File: config.mk
export PLATFORM = sky130hd
export DESIGN_NAME = stx_etx_frame_receiver_core
export DESIGN_NICKNAME = d
export VERILOG_FILES = /design/src/rtl/stxr_pkg.sv /design/src/rtl/stx_etx_frame_receiver_core.sv
export SDC_FILE = /design/constraint.sdc
export NUM_CORES = 1
export LEC_CHECK = 0
export CORE_MARGIN = 2
export CORE_UTILIZATION = 35
export DETAILED_ROUTE_END_ITERATION = 16
export DONT_BUFFER_PORTS = 1
export PLACE_DENSITY_LB_ADDON = 0.05
export SYNTH_ARGS = -nofsm -noshare
export SYNTH_HDL_FRONTEND = slang
export SYNTH_SLANG_ARGS = --single-unit
File: constraint.sdc
create_clock -name clk -period 3.83 [get_ports clk]
set_clock_uncertainty 0.2 [all_clocks]
set_input_delay 0.1915 -clock clk [delete_from_list [all_inputs] [get_ports clk]]
set_output_delay 0.1915 -clock clk [all_outputs]
set_load 0.01 [all_outputs]
File: src/rtl/stxr_pkg.sv
package stxr_pkg;

    // frame delimiters
    localparam logic [7:0] START_BYTE = 8'h02;
    localparam logic [7:0] END_BYTE   = 8'h03;

    // largest payload accepted in one frame (1 to 255)
    localparam int unsigned MAX_PAYLOAD = 255;

    // receiver phase, as reported on the phase output
    typedef enum logic [2:0] {
        PH_START  = 3'd0,
        PH_LENGTH = 3'd1,
        PH_DATA   = 3'd2,
        PH_CHECK  = 3'd3,
        PH_END    = 3'd4,
        PH_DONE   = 3'd5,
        PH_ERROR  = 3'd6
    } phase_t;

endpackage

File: src/rtl/stx_etx_frame_receiver_core.sv
// channel | direction | handshake           | word contents
// --------+-----------+---------------------+-------------------------------------------
// in      | input     | in_valid / in_stall  | mode, rx_byte
// out     | output    | out_valid / out_stall| frame_complete, frame_error, payload_valid,
//         |           |                     | payload_byte, payload_index, phase
//
// one word in, one word out; a new word can be taken on every cycle while in_stall is low
// a word passes the input register, then the parser update into the result register
// out_stall holds the result register and, through it, the input register
// rst_n clears both valid flags and returns the parser to wait for start

module stx_etx_frame_receiver_core (
    input  logic       clk,
    input  logic       rst_n,
    input  logic       in_valid,
    output logic       in_stall,
    input  logic       mode,
    input  logic [7:0] rx_byte,
    output logic       out_valid,
    input  logic       out_stall,
    output logic       frame_complete,
    output logic       frame_error,
    output logic       payload_valid,
    output logic [7:0] payload_byte,
    output logic [7:0] payload_index,
    output logic [2:0] phase
);

    localparam logic [7:0] MAX_LEN = 8'(stxr_pkg::MAX_PAYLOAD);

    // input register
    logic       in_valid_reg;
    logic       in_mode_reg;
    logic [7:0] in_byte_reg;

    // parser state
    stxr_pkg::phase_t phase_reg, phase_next;
    logic [7:0] exp_len_reg, exp_len_next;
    logic [7:0] count_reg, count_next;
    logic [7:0] csum_reg, csum_next;

    // result register
    logic       out_valid_reg;
    logic       pvalid_reg, pvalid_next;
    logic [7:0] pbyte_reg, pbyte_next;
    logic [7:0] pindex_reg, pindex_next;

    logic       out_advance;
    logic       step;
    logic [7:0] count_inc;

    // result register moves when empty or taken
    assign out_advance = !out_valid_reg || !out_stall;
    assign step        = in_valid_reg && out_advance;
    assign in_stall    = in_valid_reg && !out_advance;

    // input stage
    always_ff @(posedge clk or negedge rst_n)
    begin
        if (!rst_n)
        begin
            in_valid_reg <= 1'b0;
        end
        else if (!in_stall)
        begin
            in_valid_reg <= in_valid;
        end
    end

    always_ff @(posedge clk)
    begin
        if (in_valid && !in_stall)
        begin
            in_mode_reg <= mode;
            in_byte_reg <= rx_byte;
        end
    end

    assign count_inc = count_reg + 8'd1;

    // parser next state and result
    always_comb
    begin
        phase_next   = phase_reg;
        exp_len_next = exp_len_reg;
        count_next   = count_reg;
        csum_next    = csum_reg;
        pvalid_next  = 1'b0;
        pbyte_next   = 8'd0;
        pindex_next  = 8'd0;
        if (in_mode_reg)
        begin
            phase_next   = stxr_pkg::PH_START;
            exp_len_next = 8'd0;
            count_next   = 8'd0;
            csum_next    = 8'd0;
        end
        else
        begin
            case (phase_reg)
                stxr_pkg::PH_START:
                begin
                    if (in_byte_reg == stxr_pkg::START_BYTE)
                    begin
                        csum_next  = in_byte_reg;
                        phase_next = stxr_pkg::PH_LENGTH;
                    end
                end
                stxr_pkg::PH_LENGTH:
                begin
                    exp_len_next = in_byte_reg;
                    count_next   = 8'd0;
                    csum_next    = csum_reg ^ in_byte_reg;
                    phase_next   = (in_byte_reg == 8'd0) ? stxr_pkg::PH_CHECK
                                                         : stxr_pkg::PH_DATA;
                end
                stxr_pkg::PH_DATA:
                begin
                    if (count_reg < MAX_LEN)
                    begin
                        pvalid_next = 1'b1;
                        pbyte_next  = in_byte_reg;
                        pindex_next = count_reg;
                        count_next  = count_inc;
                        csum_next   = csum_reg ^ in_byte_reg;
                        if (count_inc >= exp_len_reg)
                        begin
                            phase_next = stxr_pkg::PH_CHECK;
                        end
                    end
                    else
                    begin
                        phase_next = stxr_pkg::PH_ERROR;
                    end
                end
                stxr_pkg::PH_CHECK:
                begin
                    phase_next = (csum_reg == in_byte_reg) ? stxr_pkg::PH_END
                                                           : stxr_pkg::PH_ERROR;
                end
                stxr_pkg::PH_END:
                begin
                    phase_next = (in_byte_reg == stxr_pkg::END_BYTE) ? stxr_pkg::PH_DONE
                                                                     : stxr_pkg::PH_ERROR;
                end
                stxr_pkg::PH_DONE:
                begin
                    phase_next = stxr_pkg::PH_DONE;
                end
                default:
                begin
                    phase_next = stxr_pkg::PH_ERROR;
                end
            endcase
        end
    end

    // parser state register
    always_ff @(posedge clk or negedge rst_n)
    begin
        if (!rst_n)
        begin
            phase_reg   <= stxr_pkg::PH_START;
            exp_len_reg <= 8'd0;
            count_reg   <= 8'd0;
            csum_reg    <= 8'd0;
        end
        else if (step)
        begin
            phase_reg   <= phase_next;
            exp_len_reg <= exp_len_next;
            count_reg   <= count_next;
            csum_reg    <= csum_next;
        end
    end

    // result stage
    always_ff @(posedge clk or negedge rst_n)
    begin
        if (!rst_n)
        begin
            out_valid_reg <= 1'b0;
        end
        else if (out_advance)
        begin
            out_valid_reg <= in_valid_reg;
        end
    end

    always_ff @(posedge clk)
    begin
        if (step)
        begin
            pvalid_reg <= pvalid_next;
            pbyte_reg  <= pbyte_next;
            pindex_reg <= pindex_next;
        end
    end

    // the state register already holds the phase after the last reported word
    assign out_valid      = out_valid_reg;
    assign frame_complete = (phase_reg == stxr_pkg::PH_DONE);
    assign frame_error    = (phase_reg == stxr_pkg::PH_ERROR);
    assign payload_valid  = pvalid_reg;
    assign payload_byte   = pbyte_reg;
    assign payload_index  = pindex_reg;
    assign phase          = phase_reg;

endmodule

==> results of run 1 <==
timing repair:
item / 4_1_cts / 5_1_grt
endpoints found under the setup margin: 0 / 0
hold endpoints to repair: 40 / 0
hold buffers: 14 / 0
layer usage:
metal  vias up  routed length [µm]  track usage
met5         -                   0            0
met3         7                 217       0.0305
met2        50                2720        0.236
met4         0                  76       0.0507
met1       910                3120        0.208
li1        933                   -            -
cell type report:
cell class              count  area, µm²  area share
well taps                 102        128      0.0404
clock buffers               6       72.6      0.0230
flip-flops and latches     55       1510       0.477
repair buffers             17        173      0.0547
inverters                  11       41.3      0.0131
multi-input cells         175       1220       0.387
clock inverters             2       12.5     0.00397
per-stage QoR:
step / hold slack (ns) / instances / setup WS (ns) / util / area (µm²)
finish: 0.139 / 368 / 1.22 / 0.406 / 3160
global route: 0.152 / 368 / 1.04 / 0.406 / 3160
floorplan: -0.304 / 249 / 1.39 / - / 2820
global placement: -0.302 / 346 / 1.31 / 0.376 / 2920
detailed placement: -0.302 / 346 / 1.25 / 0.376 / 2920
CTS: 0.143 / 368 / 1.22 / 0.406 / 3160
report_power, final:
group / internal, µW / leakage (µW) / switching [µW] / total (µW)
combinational: 235 / 0.000642 / 287 / 523
sequential: 734 / 0.000633 / 142 / 877
clock: 129 / 0.0000412 / 197 / 326
critical path: stages (launching register included):
cell	delay (ns)
dfrtp_1	0.42
ha_1	0.20
and3_1	0.31
nand2b_1	0.16
nand2_1	0.06
ha_1	0.18
or4_1	0.40
a21oi_1	0.14
o311ai_1	0.16
a32o_1	0.27
cell usage in the layout, fill, tap and decap left out, drive strengths merged, types with 9 or more instances in the layout:
cell type    instances
dfrtp               29
edfxtp              26
nand2b              20
and2                20
nand2               14
dlygate4sd3         13
inv                 11
o21ai               11
xnor2                9
nor2                 9
ha                   9
a21oi                9
final timing paths:
check | from | end | slack (ns) | depth (start not counted)
setup / recovery | count_reg[0]$_DFFE_PN0P_ | phase[0]$_DFFE_PN0P_ | 1.22 | 9
hold / removal | in_valid | in_byte_reg[0]$_DFFE_PP_ | 0.14 | 1
setup reg to reg | count_reg[0]$_DFFE_PN0P_ | phase[0]$_DFFE_PN0P_ | 1.22 | 9
hold reg to reg | exp_len_reg[2]$_DFFE_PN0P_ | exp_len_reg[2]$_DFFE_PN0P_ | 0.29 | 2
max in group asynchronous | rst_n | count_reg[2]$_DFFE_PN0P_ | 3.11 | 2
min in group asynchronous | rst_n | csum_reg[5]$_DFFE_PN0P_ | 0.15 | 2
logic make-up (layout without fill, tap and decap cells):
logic type,Yosys count,after routing,synth area share
AOI/OAI and AO/OA,51,51,0.141
DFF,55,55,0.534
and+or+nand+nor,96,96,0.192
xor gates and xnor gates,17,17,0.0528
adders and majority gates,9,9,0.0399
buffers and inverters,19,36,0.0320
muxes,2,2,0.00755
==> metrics.md, run 1 <==
| Metric | Value |
|---|---|
| Fin. Hold Viols | `0` |
| Peak supply drop | `0.000301 V` |
| Via/cell ratio | `5.16` |
| Initial core utilization | `0.363` |
| Number of max-cap violations | `0` |
| Critical Path End Type | `flip-flop` |
| Die X | `93.7 µm` |
| Synth Area per Inst | `11.3 µm²` |
| Fillcell total | `776` |
| Pwr per Cell Area | `547 mW/mm²` |
| Status | `finished, final reports clean` |
| Nets | `287` |
| Synth Instances | `249` |
| Synthesized Nets | `271` |
| Initial antenna violation count | `0` |
| Actual slew at the worst max-slew pin | `0.910 ns` |
| Setup TNS Final | `0 ns` |
| First-pass DRT Iterations | `4` |
| Antenna Nets Post-Route | `0` |
| Placer Congestion | `0.752` |
| Final setup viols | `0` |
| Synth unique cells | `45` |
| Routed length per placed instance | `16.7 µm` |
| Htree depth | `2` |
| # port buffers | `0` |
| Antenna Cells | `0` |
| Number of synthesized register bits | `55` |
| Num rows | `32` |
| First-pass GRT wire length | `9.97 mm` |
| Die Ht | `93.7 µm` |
| Layout cell share with drive strength beyond 1 | `0.0714` |
| Peak Freq | `0.384 GHz` |
| Number of max-slew violations in the final report | `0` |
| Kind of critical path | `reg -> reg` |
| Post-DP HPWL | `4.20 mm` |
| Synth cell count leaders | `dfrtp_1 (29), edfxtp_1 (26), and2_1 (20), nand2b_1 (20), nand2_1 (14)` |
| CP Max Fanout | `6` |
| EDFF count, synth | `26` |
| First-iteration detailed-routing DRC count | `99` |
| Sequential fraction of the synthesis area | `0.534` |
| Slew margin rel. | `0.389` |
| Static leakage | `0.00132 µW` |
| Drt total wl | `6.13 mm` |
| CTS Buf Count | `5` |
| PostCTS Resize Cnt | `0` |
| Share of the synthesized area in the top cell type | `0.277` |
| Tcrit/Tclk final | `0.681` |
| Ys Warns | `0` |
| Largest net degree at the start of global routing | `30` |
| Tot GR Track Use | `0.151` |
| Worst min-delay path class | `in -> reg` |
| Vias in the first global route | `1884` |
| Main synth FF type | `dfrtp_1` |
| Worst EP required | `3.83 ns` |
| Clk slew on worst S/H paths | `0.10 ns` |
| Async S/R FF share, synth | `0.527` |
| Top-count cell post-synth | `dfrtp_1` |
| Largest area contributor in the netlist | `edfxtp_1` |
| RSZ-0062 raised after global routing | `no` |
| Synth top area cells | `edfxtp_1 (28%), dfrtp_1 (26%), and2_1 (4.4%), nand2b_1 (4.4%), ha_1 (4.0%)` |
| Pwr Total | `1720 µW` |
| DRC | `0` |
| DIE AREA | `0.00879 mm²` |
| CTS Sinks | `55` |
| I/O pin count | `37` |
| CTS Buffer Depth | `2` |
| Post-CTS Setup Bufs | `0` |
| Clock root cell | `clkbuf_8` |
| Routed via count | `1900` |
| Worst skew pair latency | `0.31 ns` |
| Startpoint Class | `flip-flop` |
| Core area | `0.00777 mm²` |
| Mapped Area | `0.00282 mm²` |
| Syn-to-layout area delta | `11.9%` |
| CTS tree | `built` |
| Critical path arrival | `2.61 ns` |
| Min cycle time layout | `2.61 ns` |
| Gr ovfl total | `0` |
No activity file was read; power rests on OpenSTA's default activity.
==> inputs of run 2 (changes only) <==
- clock period: 3.83 -> 2.6 ns (I/O delays scaled with it)
==> run 2 against run 1 <==
Effect of this change:
- die area did not move
- global-route usage rose by 0.34 points
- hold slack lost 0.096 ns
- worst setup slack lost 1.1 ns
- final cell count increased by 2.4%
- first-iteration DRC count decreased by 45%
- routed wire length fell by 1.3%
- non-clock buffer count is 9 higher
==> metrics.md, run 2 (synthesized netlist as in run 1, its figures left out) <==
| Metric | Value |
|---|---|
| Initial antenna violation count | `0 (unchanged)` |
| Worst Setup SP | `count_reg[1]$_DFFE_PN0P_ (was count_reg[0]$_DFFE_PN0P_)` |
| Peak supply drop | `0.000442 V (was 0.000301 V)` |
| CTS Buf Count | `5 (unchanged)` |
| Cells after DPL | `353 (was 346)` |
| First-pass GRT wire length | `10.3 mm (was 9.97 mm)` |
| Actual slew at the worst max-slew pin | `0.949 ns (was 0.910 ns)` |
| Worst r2r src | `count_reg[1]$_DFFE_PN0P_ (was count_reg[0]$_DFFE_PN0P_)` |
| Layout Cell Area excl Fill | `0.00324 mm² (was 0.00316 mm²)` |
| Commonest non-fill, non-tap cell in the layout | `dfrtp_1 (unchanged)` |
| Core area | `0.00777 mm² (unchanged)` |
| Die Ht | `93.7 µm (unchanged)` |
| Gr ovfl total | `0 (unchanged)` |
| Post-DP HPWL | `4.33 mm (was 4.20 mm)` |
| Clock root cell | `clkbuf_8 (unchanged)` |
| Number of max-cap violations | `0 (unchanged)` |
| Worst Setup Slack, final | `0.0838 ns (was 1.22 ns)` |
| Worst EP required | `2.60 ns (was 3.83 ns)` |
| Vias in the first global route | `1954 (was 1884)` |
| Reg power frac | `0.480 (was 0.508)` |
| Htree depth | `2 (unchanged)` |
| Final setup viols | `0 (unchanged)` |
| Syn-to-layout area delta | `15.0% (was 11.9%)` |
| Peak Freq | `0.397 GHz (was 0.384 GHz)` |
| Drt total wl | `6.05 mm (was 6.13 mm)` |
| Tot GR Track Use | `0.154 (was 0.151)` |
| DRC | `0 (unchanged)` |
| Fin. Hold Viols | `0 (unchanged)` |
| Sw frac | `0.357 (was 0.363)` |
| Non-filler cells, final | `377 (was 368)` |
| Num rows | `32 (unchanged)` |
| Largest net degree at the start of global routing | `30 (unchanged)` |
| Via/cell ratio | `5.10 (was 5.16)` |
| Layout cell share with drive strength beyond 1 | `0.113 (was 0.0714)` |
| Critical path arrival | `2.52 ns (was 2.61 ns)` |
| Initial core utilization | `0.363 (unchanged)` |
| Routed via count | `1924 (was 1900)` |
| Worst skew pair latency | `0.31 ns (about the same)` |
| CTS Sinks | `55 (unchanged)` |
| I/O pin count | `37 (unchanged)` |
| CP Max Fanout | `4 (was 6)` |
| First-pass DRT Iterations | `4 (unchanged)` |
| Kind of critical path | `reg -> reg (unchanged)` |
| Clk slew on worst S/H paths | `0.10 ns (about the same)` |
| Antenna Cells | `0 (unchanged)` |
| Sw power | `936 µW (was 626 µW)` |
| # port buffers | `0 (unchanged)` |
| DP Area | `0.00297 mm² (was 0.00292 mm²)` |
| Commonest non-fill, non-tap cells in the layout | `dfrtp_1 (29), edfxtp_1 (26), nand2b_1 (20), and2_1 (20), nand2_1 (14) (unchanged)` |
| Routed length per placed instance | `16.0 µm (was 16.7 µm)` |
| Min cycle time layout | `2.52 ns (was 2.61 ns)` |
| Int Pwr | `1680 µW (was 1100 µW)` |
| Status | `finished, final reports clean (unchanged)` |
| Slew margin rel. | `0.363 (was 0.389)` |
| Antenna Nets Post-Route | `0 (unchanged)` |
| Startpoint Class | `flip-flop (unchanged)` |
| First-iteration detailed-routing DRC count | `54 (was 99)` |
| Number of max-slew violations in the final report | `0 (unchanged)` |
| CTS Buffer Depth | `2 (unchanged)` |
| Placer Congestion | `0.750 (was 0.752)` |
| Tcrit/Tclk final | `0.968 (was 0.681)` |
| Pwr per Cell Area | `808 mW/mm² (was 547 mW/mm²)` |
| Worst min-delay path class | `in -> async (was in -> reg)` |
| Clk pwr share | `0.180 (was 0.189)` |
| CTS tree | `built (unchanged)` |
| Pre-CTS WS | `0.0314 ns (was 1.25 ns)` |
| Die X | `93.7 µm (unchanged)` |
| Comb pwr share | `0.340 (was 0.303)` |
| DIE AREA | `0.00879 mm² (unchanged)` |
| Critical Path End Type | `flip-flop (unchanged)` |
| RSZ-0062 raised after global routing | `yes (was no)` |
| Static leakage | `0.00138 µW (was 0.00132 µW)` |
| Nets | `296 (was 287)` |
run 2: critical path, cell delays in order, from the launching register on:
cell,delay (ns)
dfrtp_1,0.39
ha_1,0.18
and3_1,0.24
nand2b_1,0.15
nand2_1,0.07
ha_1,0.19
or4_1,0.42
a21oi_2,0.14
o311ai_2,0.15
a32o_1,0.27
run 2: worst paths after layout:
| path | end | slack, ns | cells after the start |
|---|---|---|---|
| min in group clk | in_byte_reg[0]$_DFFE_PP_ | 0.07 | 1 |
| setup reg to reg | phase[0]$_DFFE_PN0P_ | 0.08 | 9 |
| hold / removal | csum_reg[6]$_DFFE_PN0P_ | 0.04 | 2 |
| hold reg to reg | exp_len_reg[3]$_DFFE_PN0P_ | 0.29 | 2 |
| max in group asynchronous | count_reg[1]$_DFFE_PN0P_ | 1.98 | 2 |
| setup / recovery | phase[0]$_DFFE_PN0P_ | 0.08 | 9 |
run 2: metal layers:
| metal | track usage | routed length [µm] |
|---|---|---|
| met3 | 0.0393 | 258 |
| met2 | 0.242 | 2740 |
| met4 | 0.0423 | 95 |
| met5 | 0 | 0 |
| met1 | 0.211 | 2960 |
run 2: area by class of cell:
class | instances | area, µm²
clock buffer | 6 | 72.6
timing repair buffer | 26 | 240
multi-input combinational | 175 | 1240
sequential | 55 | 1510
clock inverter | 2 | 13.8
inverter | 11 | 41.3
tap | 102 | 128
fill | 782 | 4520
run 2: power groups by stage:
stage	sequential, µW	clock [µW]	combinational, µW
CTS	1260	507	876
global placement	1280	0	831
floorplan	1240	0	647
global route	1290	535	1020
finish	1260	473	891
detailed placement	1270	0	845
run 2: what timing repair did:
item	CTS	global route
endpoints found under the setup margin	0	9
setup buffers	0	2
hold endpoints to repair	41	0
hold buffers	14	0
resized for setup	0	3
run 2: through the flow:
| stage | hold WS (ns) | power, µW | setup TNS (ns) | util |
|---|---|---|---|---|
| after floorplan | -0.366 | 1880 | 0 | - |
| after global placement | -0.364 | 2110 | 0 | 0.383 |
| after detailed placement | -0.364 | 2120 | 0 | 0.383 |
| after CTS | 0.0376 | 2640 | 0 | 0.413 |
| after global routing | 0.0481 | 2840 | -0.133 | 0.418 |
| final | 0.0427 | 2620 | 0 | 0.418 |
==> inputs of run 3 (changes only) <==
--- a/config.mk
+++ b/config.mk
@@ -7,5 +7,5 @@
 export LEC_CHECK = 0
 export CORE_MARGIN = 2
-export CORE_UTILIZATION = 35
+export CORE_UTILIZATION = 45
 export DETAILED_ROUTE_END_ITERATION = 16
 export DONT_BUFFER_PORTS = 1
==> constraint.sdc (replaced) <==
create_clock -name clk -period 2.6 [get_ports clk]
set_clock_uncertainty 0.2 [all_clocks]
set_input_delay 0.13 -clock clk [delete_from_list [all_inputs] [get_ports clk]]
set_output_delay 0.13 -clock clk [all_outputs]
set_load 0.1 [all_outputs]
==> run 3 against run 2 <==
Effect of this change:
- final cell count down 6.1%
- non-clock buffer count grew 4
- routed wire length fell by 4.7%
- critical endpoint unchanged
- largest power group unchanged
==> metrics.md, run 3 (synthesized netlist as in run 1, its figures left out) <==
| Metric | Value |
|---|---|
| Status | `finished, final reports clean (unchanged)` |
| Number of max-slew violations in the final report | `0 (unchanged)` |
| Peak Freq | `0.407 GHz (was 0.397 GHz)` |
| Layout Cell Area excl Fill | `0.00327 mm² (was 0.00324 mm²)` |
| Routed length per placed instance | `16.3 µm (was 16.0 µm)` |
| Critical path arrival | `2.45 ns (was 2.52 ns)` |
| Peak supply drop | `0.000713 V (was 0.000442 V)` |
| Tcrit/Tclk final | `0.946 (was 0.968)` |
| Post-DP HPWL | `4.11 mm (was 4.33 mm)` |
| Final setup viols | `0 (unchanged)` |
| Post-route met1 wirelength | `2.85 mm (was 2.96 mm)` |
| First-pass GRT wire length | `9.97 mm (was 10.3 mm)` |
| DIE AREA | `0.00691 mm² (was 0.00879 mm²)` |
| Reg power frac | `0.476 (was 0.480)` |
| Clock root cell | `clkbuf_8 (unchanged)` |
| Htree depth | `2 (unchanged)` |
| CTS Sinks | `55 (unchanged)` |
| CTS tree | `built (unchanged)` |
| Routed via count | `1954 (was 1924)` |
| Via/cell ratio | `5.52 (was 5.10)` |
| Worst Setup Slack, final | `0.141 ns (was 0.0838 ns)` |
| Largest net degree at the start of global routing | `30 (unchanged)` |
| Layout cell share with drive strength beyond 1 | `0.143 (was 0.113)` |
| Pre-CTS WS | `0.0690 ns (was 0.0314 ns)` |
| Worst reg2reg setup slack | `0.14 ns (was 0.08 ns)` |
| Fillcell total | `543 (was 782)` |
| Int Pwr | `1710 µW (was 1680 µW)` |
| # port buffers | `0 (unchanged)` |
| Sw power | `1300 µW (was 936 µW)` |
| Storage element area | `0.00151 mm² (about the same)` |
| Antenna Nets Post-Route | `0 (unchanged)` |
| Worst min-delay path class | `in -> async (unchanged)` |
| Gr ovfl total | `0 (unchanged)` |
| Die Ht | `83.1 µm (was 93.7 µm)` |
| CTS Buffer Depth | `2 (unchanged)` |
| Commonest non-fill, non-tap cells in the layout | `dfrtp_1 (27), edfxtp_1 (26), and2_1 (20) (was dfrtp_1 (29), edfxtp_1 (26), nand2b_1 (20), and2_1 (20), nand2_1 (14))` |
| Clk pwr share | `0.154 (was 0.180)` |
| Startpoint Class | `flip-flop (unchanged)` |
| Tot GR Track Use | `0.180 (was 0.154)` |
| Placer Congestion | `0.838 (was 0.750)` |
| Fin. Hold Viols | `0 (unchanged)` |
| Multi-input gate area | `0.00127 mm² (was 0.00124 mm²)` |
| Comb pwr share | `0.370 (was 0.340)` |
| Kind of critical path | `reg -> reg (unchanged)` |
| Number of max-cap violations | `0 (unchanged)` |
| Slew margin rel. | `0.402 (was 0.363)` |
| Num rows | `28 (was 32)` |
| I/O pin count | `37 (unchanged)` |
| Critical Path End Type | `flip-flop (unchanged)` |
| DP Area | `0.00299 mm² (was 0.00297 mm²)` |
| CTS Buf Count | `5 (unchanged)` |
| DR WL met2 | `2.73 mm (was 2.74 mm)` |
| Syn-to-layout area delta | `15.9% (was 15.0%)` |
| Pwr per Cell Area | `920 mW/mm² (was 808 mW/mm²)` |
| Drt total wl | `5.77 mm (was 6.05 mm)` |
| Top sig layer | `met4 (unchanged)` |
| Static leakage | `0.00139 µW (was 0.00138 µW)` |
| Pwr Total | `3010 µW (was 2620 µW)` |
| Initial core utilization | `0.471 (was 0.363)` |
| Vias in the first global route | `1908 (was 1954)` |
| CP Max Fanout | `5 (was 4)` |
| Min cycle time layout | `2.46 ns (was 2.52 ns)` |
| DRC | `0 (unchanged)` |
| WL met3 | `136 µm (was 258 µm)` |
| First-pass DRT Iterations | `5 (was 4)` |
| Worst EP required | `2.59 ns (was 2.60 ns)` |
| Worst skew pair latency | `0.31 ns (about the same)` |
| Commonest non-fill, non-tap cell in the layout | `dfrtp_1 (unchanged)` |
| Initial antenna violation count | `0 (unchanged)` |
| First-iteration detailed-routing DRC count | `77 (was 54)` |
| Clk slew on worst S/H paths | `0.11 ns (was 0.10 ns)` |
| Die X | `83.1 µm (was 93.7 µm)` |
| Nets | `300 (was 296)` |
| Sw frac | `0.431 (was 0.357)` |
| Antenna Cells | `0 (unchanged)` |
| Actual slew at the worst max-slew pin | `0.891 ns (was 0.949 ns)` |
| Fin util | `0.545 (was 0.418)` |
| Core area | `0.00599 mm² (was 0.00777 mm²)` |
==> run 3: cell types whose count changed in the layout (fill, tap and decap cells not counted), sizes merged <==
| cell | delta |
|---|---|
| clkinvlp | +1 |
| clkbuf | +1 |
| buf | +4 |
| clkinv | -2 |
==> run 3: worst paths after layout <==
| kind | cells past startpoint | startpoint | endpoint |
|---|---|---|---|
| worst max register to register | 9 | count_reg[0]$_DFFE_PN0P_ | phase[0]$_DFFE_PN0P_ |
| worst max-delay path | 9 | count_reg[0]$_DFFE_PN0P_ | phase[0]$_DFFE_PN0P_ |
| worst min register to register | 2 | exp_len_reg[6]$_DFFE_PN0P_ | exp_len_reg[6]$_DFFE_PN0P_ |
| worst min-delay path | 2 | rst_n | count_reg[4]$_DFFE_PN0P_ |
| min in group clk | 1 | in_valid | in_mode_reg$_DFFE_PP_ |
| max in group asynchronous | 2 | rst_n | phase[2]$_DFFE_PN0P_ |
==> run 3: through the flow <==
| step | setup TNS [ns] | instances | hold slack [ns] |
|---|---|---|---|
| final | 0 | 354 | 0.0635 |
| after global routing | -0.00873 | 354 | 0.0786 |
| after CTS | 0 | 352 | 0.0585 |
| after detailed placement | 0 | 330 | -0.365 |
| after global placement | 0 | 330 | -0.365 |
| after floorplan | 0 | 249 | -0.366 |
==> run 3: cell type report <==
class                           instances  area share
Sequential cell                        55       0.462
Multi-Input combinational cell        175       0.388
Timing Repair Buffer                   30      0.0827
Tap cell                               75      0.0287
Clock buffer                            7      0.0234
Inverter                               11      0.0126
Clock inverter                          1     0.00230
==> run 3: power groups by stage <==
stage                     Combinational [µW]  Clock (µW)  Sequential [µW]
after floorplan                          703           0             1560
after global placement                  1050           0             1450
after detailed placement                1060           0             1450
after CTS                               1090         480             1430
after global routing                    1220         516             1460
final                                   1110         462             1430
==> run 3: worst max-delay path, stage by stage (launching register included) <==
cell and delay, ns:
dfrtp_1 0.39, ha_1 0.19, and3_4 0.24, nand3_1 0.14
xnor2_2 0.18, ha_1 0.29, a21o_1 0.15, a21oi_1 0.16
o311ai_2 0.14, a32o_1 0.27
==> run 3: metal layers <==
| metal | vias up | global-route usage |
|---|---|---|
| met5 | - | 0 |
| li1 | 955 | - |
| met1 | 952 | 0.263 |
| met4 | 0 | 0.0358 |
| met3 | 7 | 0.0348 |
| met2 | 40 | 0.282 |
==> run 3: what timing repair did <==
item,in CTS,in global routing
hold endpoints to repair,41,0
endpoints found under the setup margin,0,11
setup buffers,0,2
hold buffers,14,0
resized for setup,0,6
